### src/rtl/core/ook_frame_serializer_assert.svh
// Assertion macros for the on-off-keying frame serializer.
// Expects clk and rst_n in scope at the point of use.
`ifndef OOK_FRAME_SERIALIZER_ASSERT_SVH
`define OOK_FRAME_SERIALIZER_ASSERT_SVH

// Same-cycle implication, disabled while in reset
`define OFS_ASSERT_IMPL(lbl, ante, cons) \
    lbl: assert property (@(posedge clk) disable iff (!rst_n) (ante) |-> (cons)) \
        else $error("ofs assertion failed");

// Next-cycle implication, disabled while in reset
`define OFS_ASSERT_NEXT(lbl, ante, cons) \
    lbl: assert property (@(posedge clk) disable iff (!rst_n) (ante) |=> (cons)) \
        else $error("ofs assertion failed");

`endif

### src/rtl/core/ofs_pkg.sv
// Shared types and constants for the on-off-keying frame serializer.
// No dependencies; imported by every module of the block.
package ofs_pkg;

    // Default message store capacity in bytes
    localparam int MAX_MESSAGE_BYTES_DEF = 64;

    // Slot timing of the frame
    localparam int SLOT_W          = 5;
    localparam int SLOTS_PER_BYTE  = 16;
    localparam int START_LAST_SLOT = 15;
    localparam int TAIL_SLOTS      = 2;

    // Request codes
    localparam logic REQ_LOAD = 1'b0;
    localparam logic REQ_TICK = 1'b1;

    // Frame phases, one-hot
    typedef enum logic [3:0] {
        PH_START = 4'b0001,
        PH_LEN   = 4'b0010,
        PH_MSG   = 4'b0100,
        PH_TAIL  = 4'b1000
    } phase_t;

    // One input item
    typedef struct packed {
        logic       req_type;
        logic [7:0] data_byte;
        logic       last_byte;
    } item_t;

    // Engine status for checking
    typedef struct packed {
        logic frame_busy;
        logic phase_start;
        logic slot_zero;
    } engine_status_t;

endpackage

### src/rtl/core/ofs_in_reg.sv
// Input register of the frame serializer: holds one accepted item.
// Depends on ofs_pkg for the item type.
module ofs_in_reg
    import ofs_pkg::*;
(
    input  logic  clk,
    input  logic  rst_n,
    input  logic  in_valid,
    output logic  in_stall,
    input  item_t in_item,
    input  logic  take,
    output logic  s1_valid,
    output item_t s1_item
);

    logic  valid_reg;
    logic  valid_next;
    item_t item_reg;

    // Stall only when the held item cannot move on this cycle
    assign in_stall = valid_reg && !take;

    always_comb
    begin
        valid_next = valid_reg;
        if (!in_stall)
        begin
            valid_next = in_valid;
        end
    end

    // Hold the valid flag
    always_ff @(posedge clk or negedge rst_n)
    begin
        if (!rst_n)
        begin
            valid_reg <= 1'b0;
        end
        else
        begin
            valid_reg <= valid_next;
        end
    end

    // Capture the payload on accept
    always_ff @(posedge clk)
    begin
        if (in_valid && !in_stall)
        begin
            item_reg <= in_item;
        end
    end

    assign s1_valid = valid_reg;
    assign s1_item  = item_reg;

endmodule

### src/rtl/core/ofs_engine.sv
// Frame engine: message store, load and frame state, slot level and result register.
// Depends on ofs_pkg for types, phases and slot timing.
module ofs_engine
    import ofs_pkg::*;
#(
    parameter int MAX_MESSAGE_BYTES = MAX_MESSAGE_BYTES_DEF
)
(
    input  logic           clk,
    input  logic           rst_n,
    input  logic           s1_valid,
    input  item_t          s1_item,
    output logic           take,
    output logic           out_valid,
    input  logic           out_stall,
    output logic           led_level,
    output logic           frame_end,
    output logic           overflow_seen,
    output engine_status_t status
);

    localparam int CNT_W  = $clog2(MAX_MESSAGE_BYTES + 1);
    localparam int ADDR_W = (MAX_MESSAGE_BYTES > 1) ? $clog2(MAX_MESSAGE_BYTES) : 1;
    localparam logic [CNT_W-1:0]  MAX_CNT    = CNT_W'(MAX_MESSAGE_BYTES);
    localparam logic [SLOT_W-1:0] SLOT_BYTE_LAST  = SLOT_W'(SLOTS_PER_BYTE - 1);
    localparam logic [SLOT_W-1:0] SLOT_START_LAST = SLOT_W'(START_LAST_SLOT);
    localparam logic [SLOT_W-1:0] SLOT_TAIL_LAST  = SLOT_W'(TAIL_SLOTS - 1);

    // Message store and its registered read
    logic [7:0]        store_mem [MAX_MESSAGE_BYTES];
    logic [7:0]        rd_data_reg;
    logic              wr_en;
    logic [ADDR_W-1:0] wr_addr;
    logic [ADDR_W-1:0] rd_addr;

    // Control state
    logic [CNT_W-1:0]  load_count_reg, load_count_next;
    logic [CNT_W-1:0]  message_length_reg, message_length_next;
    logic              zero_found_reg, zero_found_next;
    logic              frame_busy_reg, frame_busy_next;
    phase_t            frame_phase_reg, frame_phase_next;
    logic [SLOT_W-1:0] slot_counter_reg, slot_counter_next;
    logic [CNT_W-1:0]  byte_pointer_reg, byte_pointer_next;
    logic              overflow_flag_reg, overflow_flag_next;

    // Result register
    logic out_valid_reg;
    logic led_level_reg, led_level_next;
    logic frame_end_reg, frame_end_next;
    logic overflow_seen_reg, overflow_seen_next;

    logic       out_free;
    logic       is_load;
    logic       do_load;
    logic       do_tick;
    logic [7:0] cur_byte;
    logic       bit_level;
    logic       zf_tmp;
    logic [CNT_W-1:0] len_tmp;
    logic [CNT_W-1:0] cnt_tmp;
    logic [CNT_W-1:0] ptr_inc;

    assign out_free = !out_valid_reg || !out_stall;
    assign is_load  = (s1_item.req_type == REQ_LOAD);
    // Loads never need the result slot
    assign take     = s1_valid && (is_load || out_free);
    assign do_load  = take && is_load && !frame_busy_reg;
    assign do_tick  = take && !is_load;

    assign wr_en   = do_load && (load_count_reg < MAX_CNT);
    assign wr_addr = load_count_reg[ADDR_W-1:0];
    // Prefetch the byte the pointer will name next cycle
    assign rd_addr = (byte_pointer_next < MAX_CNT) ? byte_pointer_next[ADDR_W-1:0]
                                                   : '0;

    // Length byte or stored byte, MSB first, low then bit value
    assign cur_byte  = (frame_phase_reg == PH_LEN) ? 8'(message_length_reg) : rd_data_reg;
    assign bit_level = slot_counter_reg[0] && cur_byte[~slot_counter_reg[3:1]];
    assign ptr_inc   = byte_pointer_reg + CNT_W'(1);

    // Next state for loads and ticks
    always_comb
    begin
        load_count_next     = load_count_reg;
        message_length_next = message_length_reg;
        zero_found_next     = zero_found_reg;
        frame_busy_next     = frame_busy_reg;
        frame_phase_next    = frame_phase_reg;
        slot_counter_next   = slot_counter_reg;
        byte_pointer_next   = byte_pointer_reg;
        overflow_flag_next  = overflow_flag_reg;
        led_level_next      = 1'b0;
        frame_end_next      = 1'b0;
        overflow_seen_next  = overflow_flag_reg;
        zf_tmp              = zero_found_reg;
        len_tmp             = message_length_reg;
        cnt_tmp             = load_count_reg;

        if (do_load)
        begin
            // Store the byte, or drop it and flag overflow
            if (load_count_reg < MAX_CNT)
            begin
                if ((s1_item.data_byte == 8'd0) && !zero_found_reg)
                begin
                    zf_tmp  = 1'b1;
                    len_tmp = load_count_reg;
                end
                cnt_tmp = load_count_reg + CNT_W'(1);
            end
            else
            begin
                overflow_flag_next = 1'b1;
            end
            load_count_next     = cnt_tmp;
            zero_found_next     = zf_tmp;
            message_length_next = len_tmp;
            // Start the frame on the last byte
            if (s1_item.last_byte)
            begin
                message_length_next = zf_tmp ? len_tmp : cnt_tmp;
                load_count_next     = '0;
                zero_found_next     = 1'b0;
                frame_busy_next     = 1'b1;
                frame_phase_next    = PH_START;
                slot_counter_next   = '0;
                byte_pointer_next   = '0;
            end
        end
        else if (do_tick && frame_busy_reg)
        begin
            slot_counter_next = slot_counter_reg + SLOT_W'(1);
            case (frame_phase_reg)
                PH_START:
                begin
                    led_level_next = (slot_counter_reg == '0) ||
                                     (slot_counter_reg == SLOT_START_LAST);
                    if (slot_counter_reg == SLOT_BYTE_LAST)
                    begin
                        slot_counter_next = '0;
                        frame_phase_next  = PH_LEN;
                    end
                end
                PH_LEN:
                begin
                    led_level_next = bit_level;
                    if (slot_counter_reg == SLOT_BYTE_LAST)
                    begin
                        slot_counter_next = '0;
                        byte_pointer_next = '0;
                        frame_phase_next  = (message_length_reg == '0) ? PH_TAIL : PH_MSG;
                    end
                end
                PH_MSG:
                begin
                    led_level_next = bit_level;
                    if (slot_counter_reg == SLOT_BYTE_LAST)
                    begin
                        slot_counter_next = '0;
                        byte_pointer_next = ptr_inc;
                        if (ptr_inc >= message_length_reg)
                        begin
                            frame_phase_next = PH_TAIL;
                        end
                    end
                end
                default:
                begin
                    // Tail lows; the second one ends the frame
                    if (slot_counter_reg == SLOT_TAIL_LAST)
                    begin
                        frame_end_next     = 1'b1;
                        frame_busy_next    = 1'b0;
                        frame_phase_next   = PH_START;
                        slot_counter_next  = '0;
                        byte_pointer_next  = '0;
                        overflow_flag_next = 1'b0;
                    end
                end
            endcase
        end
    end

    // Write and read the message store
    always_ff @(posedge clk)
    begin
        if (wr_en)
        begin
            store_mem[wr_addr] <= s1_item.data_byte;
        end
        rd_data_reg <= store_mem[rd_addr];
    end

    // Advance control state
    always_ff @(posedge clk or negedge rst_n)
    begin
        if (!rst_n)
        begin
            load_count_reg     <= '0;
            message_length_reg <= '0;
            zero_found_reg     <= 1'b0;
            frame_busy_reg     <= 1'b0;
            frame_phase_reg    <= PH_START;
            slot_counter_reg   <= '0;
            byte_pointer_reg   <= '0;
            overflow_flag_reg  <= 1'b0;
            out_valid_reg      <= 1'b0;
        end
        else
        begin
            load_count_reg     <= load_count_next;
            message_length_reg <= message_length_next;
            zero_found_reg     <= zero_found_next;
            frame_busy_reg     <= frame_busy_next;
            frame_phase_reg    <= frame_phase_next;
            slot_counter_reg   <= slot_counter_next;
            byte_pointer_reg   <= byte_pointer_next;
            overflow_flag_reg  <= overflow_flag_next;
            if (out_free)
            begin
                out_valid_reg <= do_tick;
            end
        end
    end

    // Load the result payload when a tick moves in
    always_ff @(posedge clk)
    begin
        if (do_tick)
        begin
            led_level_reg     <= led_level_next;
            frame_end_reg     <= frame_end_next;
            overflow_seen_reg <= overflow_seen_next;
        end
    end

    assign out_valid     = out_valid_reg;
    assign led_level     = led_level_reg;
    assign frame_end     = frame_end_reg;
    assign overflow_seen = overflow_seen_reg;

    assign status.frame_busy  = frame_busy_reg;
    assign status.phase_start = (frame_phase_reg == PH_START);
    assign status.slot_zero   = (slot_counter_reg == '0);

endmodule

### src/rtl/core/ook_frame_serializer.sv
// Return-to-zero on-off-keying frame serializer, top level.
// A tick item's level passes through the input register and then the result register.
// Throughput: one item per cycle, loads and ticks alike, set by the single-pass engine; ticks wait on out_stall.
// Reset (rst_n, asynchronous, active low) clears counters, flags and valids; the store is not cleared.
// Depends on ofs_pkg, ofs_in_reg, ofs_engine and ook_frame_serializer_assert.svh.
`include "ook_frame_serializer_assert.svh"
module ook_frame_serializer
    import ofs_pkg::*;
#(
    parameter int MAX_MESSAGE_BYTES = MAX_MESSAGE_BYTES_DEF
)
(
    input  logic       clk,
    input  logic       rst_n,
    input  logic       in_valid,
    output logic       in_stall,
    input  logic       req_type,
    input  logic [7:0] data_byte,
    input  logic       last_byte,
    output logic       out_valid,
    input  logic       out_stall,
    output logic       led_level,
    output logic       frame_end,
    output logic       overflow_seen
);

    item_t          in_item;
    item_t          s1_item;
    logic           s1_valid;
    logic           take;
    engine_status_t status;

    assign in_item.req_type  = req_type;
    assign in_item.data_byte = data_byte;
    assign in_item.last_byte = last_byte;

    // Hold the accepted item
    ofs_in_reg u_in_reg (
        .clk      (clk),
        .rst_n    (rst_n),
        .in_valid (in_valid),
        .in_stall (in_stall),
        .in_item  (in_item),
        .take     (take),
        .s1_valid (s1_valid),
        .s1_item  (s1_item)
    );

    // Run the frame and register the result
    ofs_engine #(
        .MAX_MESSAGE_BYTES (MAX_MESSAGE_BYTES)
    ) u_engine (
        .clk           (clk),
        .rst_n         (rst_n),
        .s1_valid      (s1_valid),
        .s1_item       (s1_item),
        .take          (take),
        .out_valid     (out_valid),
        .out_stall     (out_stall),
        .led_level     (led_level),
        .frame_end     (frame_end),
        .overflow_seen (overflow_seen),
        .status        (status)
    );

    // Checks
    `OFS_ASSERT_IMPL(a_end_slot_low, out_valid && frame_end, !led_level)
    `OFS_ASSERT_IMPL(a_idle_rewound, !status.frame_busy, status.phase_start && status.slot_zero)
    `OFS_ASSERT_NEXT(a_accept_held, in_valid && !in_stall, s1_valid)

endmodule
### config.mk
export PLATFORM = sky130hd
export DESIGN_NAME = ook_frame_serializer
export DESIGN_NICKNAME = d
export VERILOG_FILES = /design/src/rtl/core/ofs_pkg.sv /design/src/rtl/core/ofs_in_reg.sv /design/src/rtl/core/ofs_engine.sv /design/src/rtl/core/ook_frame_serializer.sv
export VERILOG_INCLUDE_DIRS = /design/src /design/src/rtl/core
export SDC_FILE = /design/constraint.sdc
export NUM_CORES = 1
export LEC_CHECK = 0
export ABC_AREA = 1
export BUFFER_PORTS_ARGS = -buffer_cell sky130_fd_sc_hd__buf_2
export CORE_ASPECT_RATIO = 0.6
export CORE_MARGIN = 2
export CORE_UTILIZATION = 30
export CTS_CLUSTER_SIZE = 10
export DETAILED_ROUTE_END_ITERATION = 8
export SYNTH_ARGS = -nofsm -noshare
export SYNTH_HDL_FRONTEND = slang
export SYNTH_SLANG_ARGS = --single-unit
### constraint.sdc
create_clock -name clk -period 2.6 [get_ports clk]
set_input_delay 0.26 -clock clk [delete_from_list [all_inputs] [get_ports clk]]
set_output_delay 0.26 -clock clk [all_outputs]
set_load 0.05 [all_outputs]
==> summary.md <==
| Metric | Value |
|---|---|
| CTS H-tree lvls | 3 |
| HP Class | input port to register |
| Maximum vdd drop | between 600 and 700 µV |
| Critical path class | register to register |
| Post-DP Area | roughly 29000 µm² |
| FF/Latch Area | 16800 µm² |
| Final instance area | 32500 µm² |
| CP required | 3.11 ns |
| PnR worst setup slack | -0.737 ns |
| Hold Vio Cnt, Final | 0 |
| Initial DRC count | 2725 |
| Slew @ Worst Pin | 1.08 ns |
| Synth-to-layout area growth | 26.9% |
| Vias | around 20000 |
| Final setup vio count | 8 |
| CP startpoint | u_engine.slot_counter_reg[0]$_DFFE_PN0P_ |
| Commonest non-fill, non-tap cell in the layout | edfxtp_1 |
| FF-to-FF path depth | 24 |
| Vias in the first global route | between 15000 and 20000 |
| Post-synth EDFFs | 525 |
| Flop2flop setup slack | -0.74 ns |
| CTS tree | yes |
| Routed vias/inst | just under 5 |
| Top_reg_cell synth | edfxtp_1 |
| Core area | around 84000 µm² |
| Port Buffers | 18 |
| DRC | 0 |
| Syn nets | roughly 2600 |
| Number of distinct library cells after synthesis | 44 |
| Yosys top cell area share | 61.5% |
| Worst R2R Start | u_engine.slot_counter_reg[0]$_DFFE_PN0P_ |
| Arrival @ worst endpoint | around 3.8 ns |
| ANT nets after route | 0 |
| Max Freq | 0.300 GHz |
| Footprint of the multi-input gates | around 7400 µm² |
| Overall Power | ~38 mW |
| Critical-path maximum fanout | 7 |
| Status | finished, violations left |
| P_sw | around 15 mW |
| Num CTS Buffers | 67 |
| Count of yosys warnings during synthesis | 0 |
| Tcrit/Tclk final | 128% |
| Hold Path End | u_engine.frame_end$_SDFFCE_PP0N_ |
| DRT Pass-1 Iters | 6 |
| Average size of a mapped cell | 10.0 µm² |
| Min Tclk post-route | 3.34 ns |
| Power per Cell Area | 1180 nW/µm² |
| Initial antenna violation count | 5 |
| Share of power burned in registers | 27.4% |
| Post-synthesis sequential area ratio | 65.6% |
| Clk buf depth | 3 |
| Final core utilization | 38.7% |
| Wire per inst | 20.2 µm |
| Switch share | 40.1% |
| Starting Density | between 30% and 40% |
| Cell row count | 82 |
| Num Clock Sinks | approximately 570 |
| Fin cells | 3989 |
| Critical path capture point type | register |
| Yosys reg bits | 568 |
| Worst skew pair latency | 0.62 ns |
| Failing checks | setup timing |
| Max FFs per register | roughly 510 |
| Commonest cells after routing, fill and taps aside | edfxtp_1 (525), nand2_1 (477), inv_1 (429) |
| Clk root buf | clkbuf_16 |
| Syn Std Cell Area | 25600 µm² |
| Routed wire length | 80.7 mm |
| I/O pins | 19 |
| Hold path start | out_stall |
| Die Area | 87800 µm² |
| Placed Cells | roughly 3800 |
| Internal power | 23.0 mW |
| Share of layout cells above drive strength 1 | 20.6% |
| TNS Setup | -5.60 ns |
| Worst-path clk slew | 0.06 ns |
| Total track usage | 17.9% |
| Hold path depth | 5 |
| Worst reg2reg endpoint | u_engine.rd_data_reg[1]$_DFF_P_ |
| Max Cap Viol | 0 |
| Cell taking the most area after synthesis | edfxtp_1 |
| Max_slew headroom | 28.0% |
| Leak | around 14 nW |
| DIE WIDTH | 381 µm |
| Fin Clk Skew | 0.0283 ns |
| Startpoint types | register |
| Nets | 2848 |
| Fillcell total | 8117 |
| Ranking of synthesized cells by area | edfxtp_1 (62%), nand3_1 (8.4%), nand2_1 (7.5%) |
| First-pass GRT wire length | roughly 120 mm |
| Gpl congestion | 0.898 |
| Ys async rst share | about 6.2% |
| Synth Instances | about 2600 |
| RSZ-0062 raised after global routing | yes |
| Max-slew violation count | 0 |
| Dpl hpwl | 49.2 mm |
| Logic pwr share | 50.3% |
| Clk pwr share | 22.4% |
| Die height | 230 µm |
| Largest net degree at the start of global routing | 65 |
| GRT overflow | 0 |
-- critical path, cell delays in order, from the launching register on --
cell and delay (ns):
dfrtp_1 0.35, ha_2 0.19, nand2_2 0.07, nor2_4 0.17, ha_2 0.20, inv_2 0.04
buf_6 0.11, ha_4 0.20, o21ai_2 0.12, nand2_1 0.06, nand2_1 0.07, nand2_2 0.06
nand2_4 0.14, inv_4 0.06, nor2_4 0.18, buf_6 0.14, clkbuf_16 0.20, buf_16 0.14
nand2_1 0.05, nand3_1 0.09, nand3_1 0.11, nand3_2 0.11, nand3_1 0.11, nand3_2 0.15
nand2_1 0.06
-- metal layers --
metal	routed length, µm	track usage (%)	vias up	share of wire, %
li1	-	-	8963	-
met1	37700	27.8	9333	47
met2	30300	22.1	1101	38
met3	11400	7.52	101	14
met4	1290	4.26	4	1.6
met5	19	0	-	0.024
-- worst max-delay path by stage --
| stage | endpoint | cells after the start |
|---|---|---|
| 2_1_floorplan | u_engine.rd_data_reg[2]$_DFF_P_ | 22 |
| 3_3_place_gp | u_engine.rd_data_reg[1]$_DFF_P_ | 24 |
| 3_5_place_dp | u_engine.rd_data_reg[1]$_DFF_P_ | 24 |
| 4_1_cts | u_engine.rd_data_reg[1]$_DFF_P_ | 23 |
| 5_1_grt | u_engine.rd_data_reg[6]$_DFF_P_ | 22 |
| 6_report | u_engine.rd_data_reg[1]$_DFF_P_ | 24 |
-- through the flow --
step           hold slack [ns]  setup WS [ns]
5_1_grt                  0.298         -0.836
3_3_place_gp             0.423         -0.833
3_5_place_dp             0.421         -0.882
4_1_cts                  0.240         -0.597
2_1_floorplan          -0.0356         0.0170
6_report                 0.278         -0.737
-- cells in the mapped netlist (7+ instances only) --
cell type	count
buf_6	9
clkbuf_1	46
a21oi_1	13
dfrtp_1	34
dfxtp_1	8
o22ai_1	12
o21ai_1	19
nand4_1	56
buf_4	7
nor2_1	249
buf_2	55
nand3_1	428
ha_1	16
or2_2	29
nand2_1	511
o21ai_0	39
inv_1	431
edfxtp_1	525
-- cell type report --
| cell class | count | area share (%) |
|---|---|---|
| clock inverter | 7 | 0.219 |
| sequential | 568 | 51.7 |
| tap | 1134 | 4.36 |
| inverter | 437 | 5.05 |
| multi-input combinational | 1422 | 22.7 |
| antenna | 3 | 0.0231 |
| timing repair buffer | 322 | 10.3 |
| clock buffer | 96 | 5.62 |
-- cells by family (layout without fill, tap and decap cells) --
| family | after synthesis | count (layout) | share of synthesized area (%) |
|---|---|---|---|
| AOI/OAI and AO/OA | 102 | 102 | 2.25 |
| xor gates and xnor gates | 5 | 5 | 0.171 |
| adders and majority gates | 16 | 16 | 0.781 |
| buffers and inverters | 560 | 862 | 8.84 |
| DFF | 568 | 568 | 65.6 |
| other | 0 | 3 | 0 |
| and+or+nand+nor | 1299 | 1299 | 22.4 |
-- power by group through the flow --
stage	sequential (mW)	clock, mW	combinational, mW
after CTS	10.5	8.69	17.1
final	10.5	8.59	19.3
after global placement	10.7	0	14.4
after floorplan	10.7	0	8.32
after global routing	10.5	9.08	20.5
after detailed placement	10.7	0	14.3
-- what timing repair did --
item / in CTS / in global routing
gates cloned: 13 / 9
pin swaps: 31 / 27
hold buffers: 13 / 0
setup buffers: 18 / 7
setup endpoints to repair: 8 / 145
gates resized for setup: 122 / 95
hold endpoints to repair: 46 / 0
No activity file was read; power rests on OpenSTA's default activity.
